===== src/rtl/hcl_pkg.sv =====
// ============================================================================
// hcl_pkg
// Shared constants and types for the hop channel list generator.
// ============================================================================
package hcl_pkg;

	localparam int LIST_LENGTH = 23;
	localparam int SLOT_W      = 5;
	localparam int CHAN_W      = 7;
	localparam int BAND_CNT_W  = 4;

	localparam logic [31:0] LCG_MUL = 32'h0019_660D;
	localparam logic [31:0] LCG_ADD = 32'h3C6E_F35F;

	localparam int CHAN_SPAN = 73;
	localparam int CHAN_BASE = 3;

	// floor(2^RECIP_SHIFT / CHAN_SPAN); quotient estimate is low by at most one
	localparam int          RECIP_SHIFT = 30;
	localparam logic [23:0] RECIP       = 24'((64'd1 << RECIP_SHIFT) / CHAN_SPAN);

	localparam int BAND0_TOP = 27;
	localparam int BAND1_TOP = 51;
	localparam int BAND0_MAX = 8;
	localparam int BAND1_MAX = 7;
	localparam int BAND2_MAX = 8;

	typedef enum logic [1:0] {
		ST_IDLE = 2'b01,
		ST_RUN  = 2'b10
	} state_t;

	typedef struct packed {
		logic load;
		logic run;
	} cmd_t;

	typedef struct packed {
		logic done;
	} status_t;

endpackage


===== src/rtl/hcl_ctrl.sv =====
// ============================================================================
// hcl_ctrl
// Controller: loads a new ID, keeps the generator running until the list fills.
// ============================================================================
module hcl_ctrl (
	input  logic            clk,
	input  logic            arst_n,
	input  logic            start,
	input  hcl_pkg::status_t status,
	output hcl_pkg::cmd_t   cmd,
	output logic            busy
);
	import hcl_pkg::*;

	state_t state_q;

	always_ff @(posedge clk or negedge arst_n) begin
		if (!arst_n) begin
			state_q <= ST_IDLE;
		end else begin
			case (state_q)
				ST_IDLE: begin
					if (start) state_q <= ST_RUN;
				end
				ST_RUN: begin
					if (status.done) state_q <= ST_IDLE;
				end
				default: state_q <= ST_IDLE;
			endcase
		end
	end

	assign busy     = (state_q == ST_RUN);
	assign cmd.load = (state_q == ST_IDLE) && start;
	assign cmd.run  = (state_q == ST_RUN) && !status.done;

endmodule


===== src/rtl/hcl_datapath.sv =====
// ============================================================================
// hcl_datapath
// Generator, mod-73 reduction pipeline and candidate filter with result regs.
// ============================================================================
module hcl_datapath (
	input  logic                          clk,
	input  logic                          arst_n,
	input  hcl_pkg::cmd_t                 cmd,
	input  logic [31:0]                   manufacturer_id,
	output hcl_pkg::status_t              status,
	output logic                          strobe,
	output logic [hcl_pkg::CHAN_W-1:0]    channel,
	output logic [hcl_pkg::SLOT_W-1:0]    slot_index,
	output logic                          last
);
	import hcl_pkg::*;

	// generator (stage 1)
	logic [31:0] gen_q;
	logic        seed_bit_q;
	logic        v_s1_q;

	// reciprocal multiply (stage 2)
	logic [47:0] prod_s2;
	logic [23:0] x_s2;
	logic        v_s2;

	// remainder estimate, 0..145 (stage 3)
	logic [7:0]  rem_s3;
	logic        v_s3;

	// list state
	logic [CHAN_SPAN-1:0]  used_q;
	logic [BAND_CNT_W-1:0] band0_q, band1_q, band2_q;
	logic [SLOT_W-1:0]     filled_q;

	// result registers
	logic              strobe_q;
	logic [CHAN_W-1:0] channel_q;
	logic [SLOT_W-1:0] slot_q;
	logic              last_q;

	logic [17:0] quot;
	logic [7:0]  rem_fix;
	logic [6:0]  ridx;
	logic [CHAN_W-1:0] ch;
	logic        par_ok, dup, band_full, not_full, take;
	logic [1:0]  band;

	assign quot = prod_s2[47:RECIP_SHIFT];

	always_ff @(posedge clk or negedge arst_n) begin
		if (!arst_n) begin
			v_s1_q   <= 1'b0;
			v_s2     <= 1'b0;
			v_s3     <= 1'b0;
			used_q   <= '0;
			band0_q  <= '0;
			band1_q  <= '0;
			band2_q  <= '0;
			filled_q <= '0;
			strobe_q <= 1'b0;
		end else begin
			strobe_q <= 1'b0;
			if (cmd.load) begin
				v_s1_q   <= 1'b0;
				v_s2     <= 1'b0;
				v_s3     <= 1'b0;
				used_q   <= '0;
				band0_q  <= '0;
				band1_q  <= '0;
				band2_q  <= '0;
				filled_q <= '0;
			end else begin
				v_s1_q <= cmd.run;
				v_s2   <= v_s1_q;
				v_s3   <= v_s2;
				if (take) begin
					used_q[ridx] <= 1'b1;
					case (band)
						2'd0:    band0_q <= band0_q + 1'b1;
						2'd1:    band1_q <= band1_q + 1'b1;
						default: band2_q <= band2_q + 1'b1;
					endcase
					filled_q <= filled_q + 1'b1;
					strobe_q <= 1'b1;
				end
			end
		end
	end

	always_ff @(posedge clk) begin
		if (cmd.load) begin
			gen_q      <= ~manufacturer_id;
			seed_bit_q <= ~manufacturer_id[0];
		end else if (cmd.run) begin
			gen_q <= gen_q * LCG_MUL + LCG_ADD;
		end
		prod_s2 <= 48'(gen_q[31:8]) * 48'(RECIP);
		x_s2    <= gen_q[31:8];
		rem_s3  <= 8'(x_s2 - 24'(25'(quot) * 25'(CHAN_SPAN)));
		if (take) begin
			channel_q <= ch;
			slot_q    <= filled_q;
			last_q    <= (filled_q == SLOT_W'(LIST_LENGTH - 1));
		end
	end

	// candidate filter
	always_comb begin
		rem_fix   = (rem_s3 >= 8'(CHAN_SPAN)) ? rem_s3 - 8'(CHAN_SPAN) : rem_s3;
		ridx      = rem_fix[6:0];
		ch        = ridx + CHAN_W'(CHAN_BASE);
		par_ok    = ch[0] ^ seed_bit_q;
		dup       = used_q[ridx];
		if (ch <= CHAN_W'(BAND0_TOP)) begin
			band      = 2'd0;
			band_full = (band0_q >= BAND_CNT_W'(BAND0_MAX));
		end else if (ch <= CHAN_W'(BAND1_TOP)) begin
			band      = 2'd1;
			band_full = (band1_q >= BAND_CNT_W'(BAND1_MAX));
		end else begin
			band      = 2'd2;
			band_full = (band2_q >= BAND_CNT_W'(BAND2_MAX));
		end
		not_full  = (filled_q < SLOT_W'(LIST_LENGTH));
		take      = v_s3 && !cmd.load && not_full && par_ok && !dup && !band_full;
	end

	assign status.done = (filled_q == SLOT_W'(LIST_LENGTH));
	assign strobe      = strobe_q;
	assign channel     = channel_q;
	assign slot_index  = slot_q;
	assign last        = last_q;

endmodule


===== src/rtl/hop_channel_list_generator_core.sv =====
// ============================================================================
// hop_channel_list_generator_core
// Builds the 23-entry hop channel list for a manufacturer ID.
// ============================================================================
//
//  channel   direction  signals                              transfer when
//  --------  ---------  -----------------------------------  ------------------
//  command   in         start, busy, manufacturer_id         start && !busy
//  result    out        strobe, channel, slot_index, last    strobe (no stall)
//
//  The generator makes one draw per clock while a list is being built; a
//  draw passes a 3-stage reduction pipeline (generator, reciprocal multiply,
//  remainder) and is filtered in the last stage. The time an ID takes is set
//  by the reject rate. Results come out one per accepted channel, in list
//  order; busy drops at the edge that takes the last transfer. Reset is
//  asynchronous active low and clears the controller and list state. The
//  receiver cannot stall.
//
module hop_channel_list_generator_core (
	input  logic                       clk,
	input  logic                       arst_n,
	input  logic                       start,
	output logic                       busy,
	input  logic [31:0]                manufacturer_id,
	output logic                       strobe,
	output logic [hcl_pkg::CHAN_W-1:0] channel,
	output logic [hcl_pkg::SLOT_W-1:0] slot_index,
	output logic                       last
);
	import hcl_pkg::*;

	cmd_t    cmd;     // load a new seed / advance the generator
	status_t status;  // list full

	// Controller: idle until start, then runs the generator until done.
	hcl_ctrl u_ctrl (
		.clk    (clk),
		.arst_n (arst_n),
		.start  (start),
		.status (status),
		.cmd    (cmd),
		.busy   (busy)
	);

	// Datapath: generator, mod-73 pipeline, duplicate mask, band counters.
	hcl_datapath u_dp (
		.clk             (clk),
		.arst_n          (arst_n),
		.cmd             (cmd),
		.manufacturer_id (manufacturer_id),
		.status          (status),
		.strobe          (strobe),
		.channel         (channel),
		.slot_index      (slot_index),
		.last            (last)
	);

endmodule


===== config.mk =====
export PLATFORM = sky130hd
export DESIGN_NAME = hop_channel_list_generator_core
export DESIGN_NICKNAME = d
export VERILOG_FILES = /design/src/rtl/hcl_pkg.sv /design/src/rtl/hcl_ctrl.sv /design/src/rtl/hcl_datapath.sv /design/src/rtl/hop_channel_list_generator_core.sv
export SDC_FILE = /design/constraint.sdc
export NUM_CORES = 1
export LEC_CHECK = 0
export ABC_AREA = 1
export BUFFER_PORTS_ARGS = -buffer_cell sky130_fd_sc_hd__buf_2
export CORE_UTILIZATION = 30
export CTS_CLUSTER_DIAMETER = 150
export CTS_CLUSTER_SIZE = 25
export DETAILED_ROUTE_END_ITERATION = 8
export PLACE_DENSITY = 0.5
export SETUP_SLACK_MARGIN = 0.5
export SKIP_LAST_GASP = 1
export SLEW_MARGIN = 20
export SYNTH_ARGS = -nofsm -noshare
export SYNTH_HDL_FRONTEND = slang
export SYNTH_HIERARCHICAL = 1
export SYNTH_SLANG_ARGS = --single-unit

===== constraint.sdc =====
create_clock -name clk -period 7.2 [get_ports clk]
set_clock_uncertainty 0.15 [all_clocks]
set_input_delay 0.36 -clock clk [delete_from_list [all_inputs] [get_ports clk]]
set_output_delay 0.36 -clock clk [all_outputs]
set_load 0.01 [all_outputs]

### Word level (Yosys, flattened, before mapping)

Cells that the tools add are included.
Widths: inputs -> output; s select.

| word-level totals | value |
|---|---|
| bits in registers | 203 |
| output and inout port bits | 15 |
| logic and storage cells | 104 |

| cells by class | value |
|---|---|
| add/sub/neg operators | 8 |
| multipliers | 3 |
| $lt $le $gt $ge | 9 |
| eq/ne operators | 8 |
| muxes and demuxes | 32 |
| bitwise gates (word level) | 4 |
| reduce and logical (&&, ||, !) cells | 22 |

Operators with widths:

| operator | number |
|---|---|
| $mux 73 | 2 |
| $or 73x73->73 | 1 |
| $mux 32 | 2 |
| $mul 24x21->45 const B | 1 |
| $mux 4 | 9 |
| $add 32x30->32 const B | 1 |
| $mul 32x21->32 const B | 1 |
| $not 32->32 | 1 |
| $mul 18x7->8 const B | 1 |
| $add 4x1->4 const B | 3 |
| $eq 5x5->1 const B | 2 |
| $mux 5 | 2 |
| $mux 1 | 9 |
| $ge 4x4->1 const B | 2 |
| $ge 8x7->1 const B | 1 |
| $logic_and 1x1->1 | 8 |
| $lt 7x8->1 const B | 1 |
| $mux 2 | 4 |
| $reduce_and 2->1 | 4 |
| $reduce_bool 2->1 | 4 |
| $sub 8x8->8 | 1 |
| $add 7x2->7 const B | 1 |
| $bmux 1 s7 | 1 |
| $demux 1 s7 | 1 |
| other kinds (18) | 23 |

### Longest topological paths before layout

| depth | value |
|---|---|
| depth in word-level cells | 11 |
| gate-level depth with buffers | 29 |
| gate-level depth less buffers | 27 |

### Cells and area by module

The synthesis kept the hierarchy.

Modules (own cells, without submodules):

| module | times used | cells an instance | area an instance (sq um) | seq. area each (sq um) |
|---|---|---|---|---|
| hcl_datapath | 1 | 2310 | 19815.3 | 4214.0 |
| hcl_ctrl | 1 | 12 | 103.8 | 51.3 |

### Worst setup path after synthesis

OpenSTA, ideal clock, no wires.

| path | value |
|---|---|
| path type | register -> register |
| start | register u_dp.gen_q[1] |
| end | register u_dp.gen_q[31] (data pin) |
| arrival time | 6.052 ns |
| setup slack | 0.731 ns |
| stages on the path, launching flop included | 28 |
| buffers on the path | 0 |
| clock period less this slack | 6.469 ns |
| path through | edfxtp_1 inv_1 ha_1 xor2_1 inv_1 ha_1 o21bai_1 fa_1 fa_1 inv_1 fa_1 inv_1 fa_1 inv_1 fa_1 inv_1 ha_1 a21oi_1 o21ai_0 a21oi_1 nand3_1 nand3_1 nand2_1 nand2_1 nand3_1 or2_2 nand3_1 o21ai_0 |

| between the ends | value |
|---|---|
| word-level cells in the longest chain between the ends | 4 |

RTL lines:

| item | line | source |
|---|---|---|
| start, declared | hcl_datapath.sv:19 | `logic [31:0] gen_q;` |
| start signal, assigned | hcl_datapath.sv:94 | `gen_q <= ~manufacturer_id;` |
| start signal, assigned | hcl_datapath.sv:97 | `gen_q <= gen_q * LCG_MUL + LCG_ADD;` |
| $mul 32x21->32 | hcl_datapath.sv:97 |  |
| $add 32x30->32 | hcl_datapath.sv:97 |  |
| $mux 32 | hcl_datapath.sv:96 | `end else if (cmd.run) begin` |
| $mux 32 | hcl_datapath.sv:93 | `if (cmd.load) begin` |

Every way passes these cells. The select of a mux whose other input is x is not followed.
A chain may end at the register's enable or synchronous reset.

### Worst setup path after layout

| path | value |
|---|---|
| start | register u_dp.gen_q[14] |
| end | register u_dp.gen_q[30] (data pin) |

The elaborated chain is that of the path after synthesis.

==> qor.json <==
{
  "run_status": "finished clean",
  "commonest_cells_after_routing_fill_and_taps_aside": "sky130_fd_sc_hd__inv_1, sky130_fd_sc_hd__nand2_1, sky130_fd_sc_hd__ha_1",
  "grt_setup_unrepaired": "true",
  "max_cap_viol_count": 0,
  "grt.overflow.total": 0,
  "place.detailed.instances": 3209,
  "synth_top_flop_cell": "sky130_fd_sc_hd__dfrtp_1",
  "syn-num-nets": 2889,
  "rows": 94,
  "clock_tree.buffer_depth": 2,
  "grt_start_max_net_pins": 80,
  "end_kind": "flop",
  "setup.worst_path.start": "u_dp/gen_q[14]",
  "die_h_um": 259.7,
  "detail_routed_via_count_per_cell": 4.636,
  "wl_per_cell_um": 16.63,
  "endpoint_of_the_most_critical_register_to_register_path": "u_dp/gen_q[30]",
  "worst_setup_path_category": "reg -> reg",
  "dp_slack_ps": 364.9,
  "setup_ws_ps": 703.1,
  "synthArstFlopShare_pct": 57.83,
  "via_count": 15100,
  "dieArea_um2": 67430,
  "regToRegStartpoint": "u_dp/gen_q[14]",
  "worstHoldPathCells": 2,
  "r2r_slack_ps": 700,
  "initialDrtViolationCount": 850,
  "clkLatencyLatePin_ps": 470,
  "beginning_of_the_worst_hold_path": "manufacturer_id[0]",
  "vdd_drop_max_mv": 0.1212,
  "hold_class": "in -> reg",
  "hold_viol": 0,
  "slew_headroom_pct": 33.90,
  "cts_buffers": 17,
  "hold_slack_ps": 30.00,
  "r2r_cells": 18,
  "cts_max_level": 4,
  "grt_antenna_before_repair": 4,
  "post-route-drc-count": 0,
  "antenna-diode-count": 0,
  "tightest_slew_ps": 989.1,
  "synthesized_netlist_cell_count": 2322,
  "yosys_warnings": 6,
  "critical_path_required_time_ps": 7240,
  "post-route-min-period_ps": 6497,
  "first_global_vias": 15730,
  "postRouteAntennaNets": 0,
  "area_of_the_multi_input_gates_um2": 13610,
  "setup_tns_ps": 0,
  "place_congestion": 0.8931,
  "cts-root-buf": "sky130_fd_sc_hd__clkbuf_16",
  "mappedNetlistArea_um2": 19920,
  "die_w_um": 259.7,
  "critPathArrivalTime_ps": 6540,
  "synth-seq-cells": 166,
  "cellPowerDensity_nw_per_um2": 85.94,
  "ios": 50,
  "io_buffers": 49,
  "cp_max_fo": 9,
  "drt_wl_total_um": 54170,
  "tritoncts": "built",
  "ratio_of_cells_with_drive_above_1_in_the_final_layout_pct": 7.982,
  "core-area_um2": 65750,
  "power.leakage_nw": 11.63,
  "most_common_cell_after_layout_fill_and_taps_aside": "sky130_fd_sc_hd__inv_1",
  "seq_area_frac_synth_pct": 21.41,
  "critical_path.startpoint_type": "flop",
  "ff_latch_area_um2": 4265,
  "final_net_count": 2947,
  "global_route_wire_length_before_repair_um": 86450,
  "clock_sink_count": 166,
  "cts.clk_slew.worst_paths_ps": 80,
  "synth_enable_flop_cells": 46,
  "postSynthAreaPerCell_um2": 8.578,
  "period_share_pct": 90.24,
  "timing.final.max_slew_violations": 0,
  "layout-area-overhead-vs-synth_pct": 10.14,
  "fin_cells": 3257,
  "max_freq_mhz": 153.9,
  "grtUsageTotal_pct": 16.66,
  "timing.final.setup_violations": 0,
  "synth_cell_types": 47,
  "hpwl_reported_at_the_end_of_detailed_placement_um": 43200,
  "fill_cells": 6845,
  "first_pass_iters": 6,
  "floorplan.initialDensity_pct": 30.30,
  "total_power_w": 0.001885,
  "worstHoldEndpoint": "u_dp/seed_bit_q"
}
## flip-flops by register name (all words and copies together) (netlist names)
| name | cells |
|---|---|
| u_dp/x_s2 | 8 |
| u_dp/band2_q | 4 |
| u_dp/channel | 7 |
| u_dp/slot_index | 5 |
| u_dp/band1_q | 4 |
| u_dp/seed_bit_q | 1 |
| u_dp/rem_s3 | 8 |
| u_dp/filled_q | 5 |
| u_dp/last | 1 |
| u_dp/gen_q | 32 |
| u_dp/strobe | 1 |
| u_dp/v_s2 | 1 |
| u_dp/used_q | 73 |
| u_dp/prod_s2 | 8 |
| u_dp/v_s1_q | 1 |
| u_ctrl/state_q | 2 |
| u_dp/band0_q | 4 |
| u_dp/v_s3 | 1 |
## power breakdown
group / internal [W] / switching, W / total, W
clock network: 0.000452 / 0.000448 / 0.000901
registers: 0.000961 / 0 / 0.000961
logic: 0.00000738 / 0.0000162 / 0.0000236
total: 0.00142 / 0.000464 / 0.00189
## critical path, stage by stage (launching register included)
cell                        delay [ps]
sky130_fd_sc_hd__edfxtp_1          640
sky130_fd_sc_hd__ha_1              500
sky130_fd_sc_hd__inv_1              80
sky130_fd_sc_hd__fa_1              490
sky130_fd_sc_hd__fa_1              520
sky130_fd_sc_hd__inv_1              50
sky130_fd_sc_hd__fa_1              470
sky130_fd_sc_hd__inv_1              60
sky130_fd_sc_hd__fa_1              530
sky130_fd_sc_hd__inv_1              50
sky130_fd_sc_hd__fa_1              490
sky130_fd_sc_hd__ha_1              470
sky130_fd_sc_hd__nand2_1           240
sky130_fd_sc_hd__o21ai_0           570
sky130_fd_sc_hd__a21oi_1           150
sky130_fd_sc_hd__o2111ai_1         350
sky130_fd_sc_hd__o21ai_0           120
sky130_fd_sc_hd__a21oi_1           210
sky130_fd_sc_hd__a21oi_1            70
## layout make-up
cell class              instances  area share, %
multi-input cells            1595          62.01
repair buffers                 78          2.150
inverters                     522          8.965
well taps                     864          4.927
flip-flops and latches        166          19.44
clock inverters                13         0.5304
clock buffers                  19          1.973
## cell usage after synthesis (3+ instances only)
master                       n  share of area (%)
sky130_fd_sc_hd__a21oi_1    78                2.0
sky130_fd_sc_hd__ha_1      306                 19
sky130_fd_sc_hd__o211ai_1    4               0.15
sky130_fd_sc_hd__or2_2      22               0.69
sky130_fd_sc_hd__nand2_1   488                9.2
sky130_fd_sc_hd__nand2_4     4               0.23
sky130_fd_sc_hd__nand4_1     7               0.22
sky130_fd_sc_hd__nor3_1      6               0.15
sky130_fd_sc_hd__xnor2_1    23                1.0
sky130_fd_sc_hd__nand3_1   115                2.9
sky130_fd_sc_hd__clkinv_1    7               0.13
sky130_fd_sc_hd__inv_1     511                9.6
sky130_fd_sc_hd__dfrtp_1    95                 12
sky130_fd_sc_hd__o21ai_0   133                3.3
sky130_fd_sc_hd__nand2_2    10               0.31
sky130_fd_sc_hd__o21ai_2     7               0.31
sky130_fd_sc_hd__fa_1      226                 23
sky130_fd_sc_hd__o21bai_1    7               0.26
sky130_fd_sc_hd__buf_2      13               0.33
sky130_fd_sc_hd__nor2_1     64                1.2
sky130_fd_sc_hd__dfxtp_1    24                2.4
sky130_fd_sc_hd__edfxtp_1   46                6.9
sky130_fd_sc_hd__a21o_1      5               0.19
sky130_fd_sc_hd__a31oi_1     5               0.16
sky130_fd_sc_hd__o22ai_1     4               0.13
sky130_fd_sc_hd__nor4_1      7               0.22
sky130_fd_sc_hd__clkbuf_1   20               0.38
sky130_fd_sc_hd__o21ai_1     5               0.13
sky130_fd_sc_hd__nor2_2      3              0.094
sky130_fd_sc_hd__xor2_1     46                2.0
sky130_fd_sc_hd__nand3_2     4               0.20
sky130_fd_sc_hd__buf_6       3               0.17
sky130_fd_sc_hd__o21a_1      3               0.11
sky130_fd_sc_hd__inv_2       4              0.075
## stage by stage
step,util [%],instance area (um2)
global placement,32.18,21160
CTS,33.08,21750
finish,33.37,21940
floorplan,-,19920
global route,33.37,21940
detailed placement,32.18,21160
## layer usage
layer / up-vias / GRT usage (%) / wire, um
li1: 7343 / - / -
met1: 7393 / 21.92 / 24580
met2: 299 / 27.81 / 25850
met3: 60 / 3.411 / 2717
met4: 6 / 4.101 / 995
met5: - / 0 / 32
## kinds of logic (layout without fill, tap and decap cells)
logic type	count (synthesis)	in the layout	share of synthesized area, %
flops	166	166	21.41
fa+ha+maj	532	532	41.93
xor+xnor	69	69	3.034
simple gates	736	736	15.77
buf+inv	561	632	10.80
compound gates	256	256	6.947
mux	2	2	0.1005
## how the worst max path moves through the flow
stage	to	slack, ps	cells after the start
after global routing	u_dp/gen_q[31]	450	27
after CTS	u_dp/gen_q[31]	530	23
after global placement	u_dp/gen_q[31]	390	27
after floorplan	u_dp/gen_q[31]	730	27
after detailed placement	u_dp/gen_q[31]	360	24
final	u_dp/gen_q[30]	700	18
## timing repair
action / 4_1_cts / 5_1_grt
pin swaps: 0 / 6
setup endpoints to repair: 4 / 6
setup buffers: 4 / 11
hold buffers: 1 / 0
hold endpoints to repair: 37 / 0
resized for setup: 3 / 26
Power figures use the tool's default switching activity.
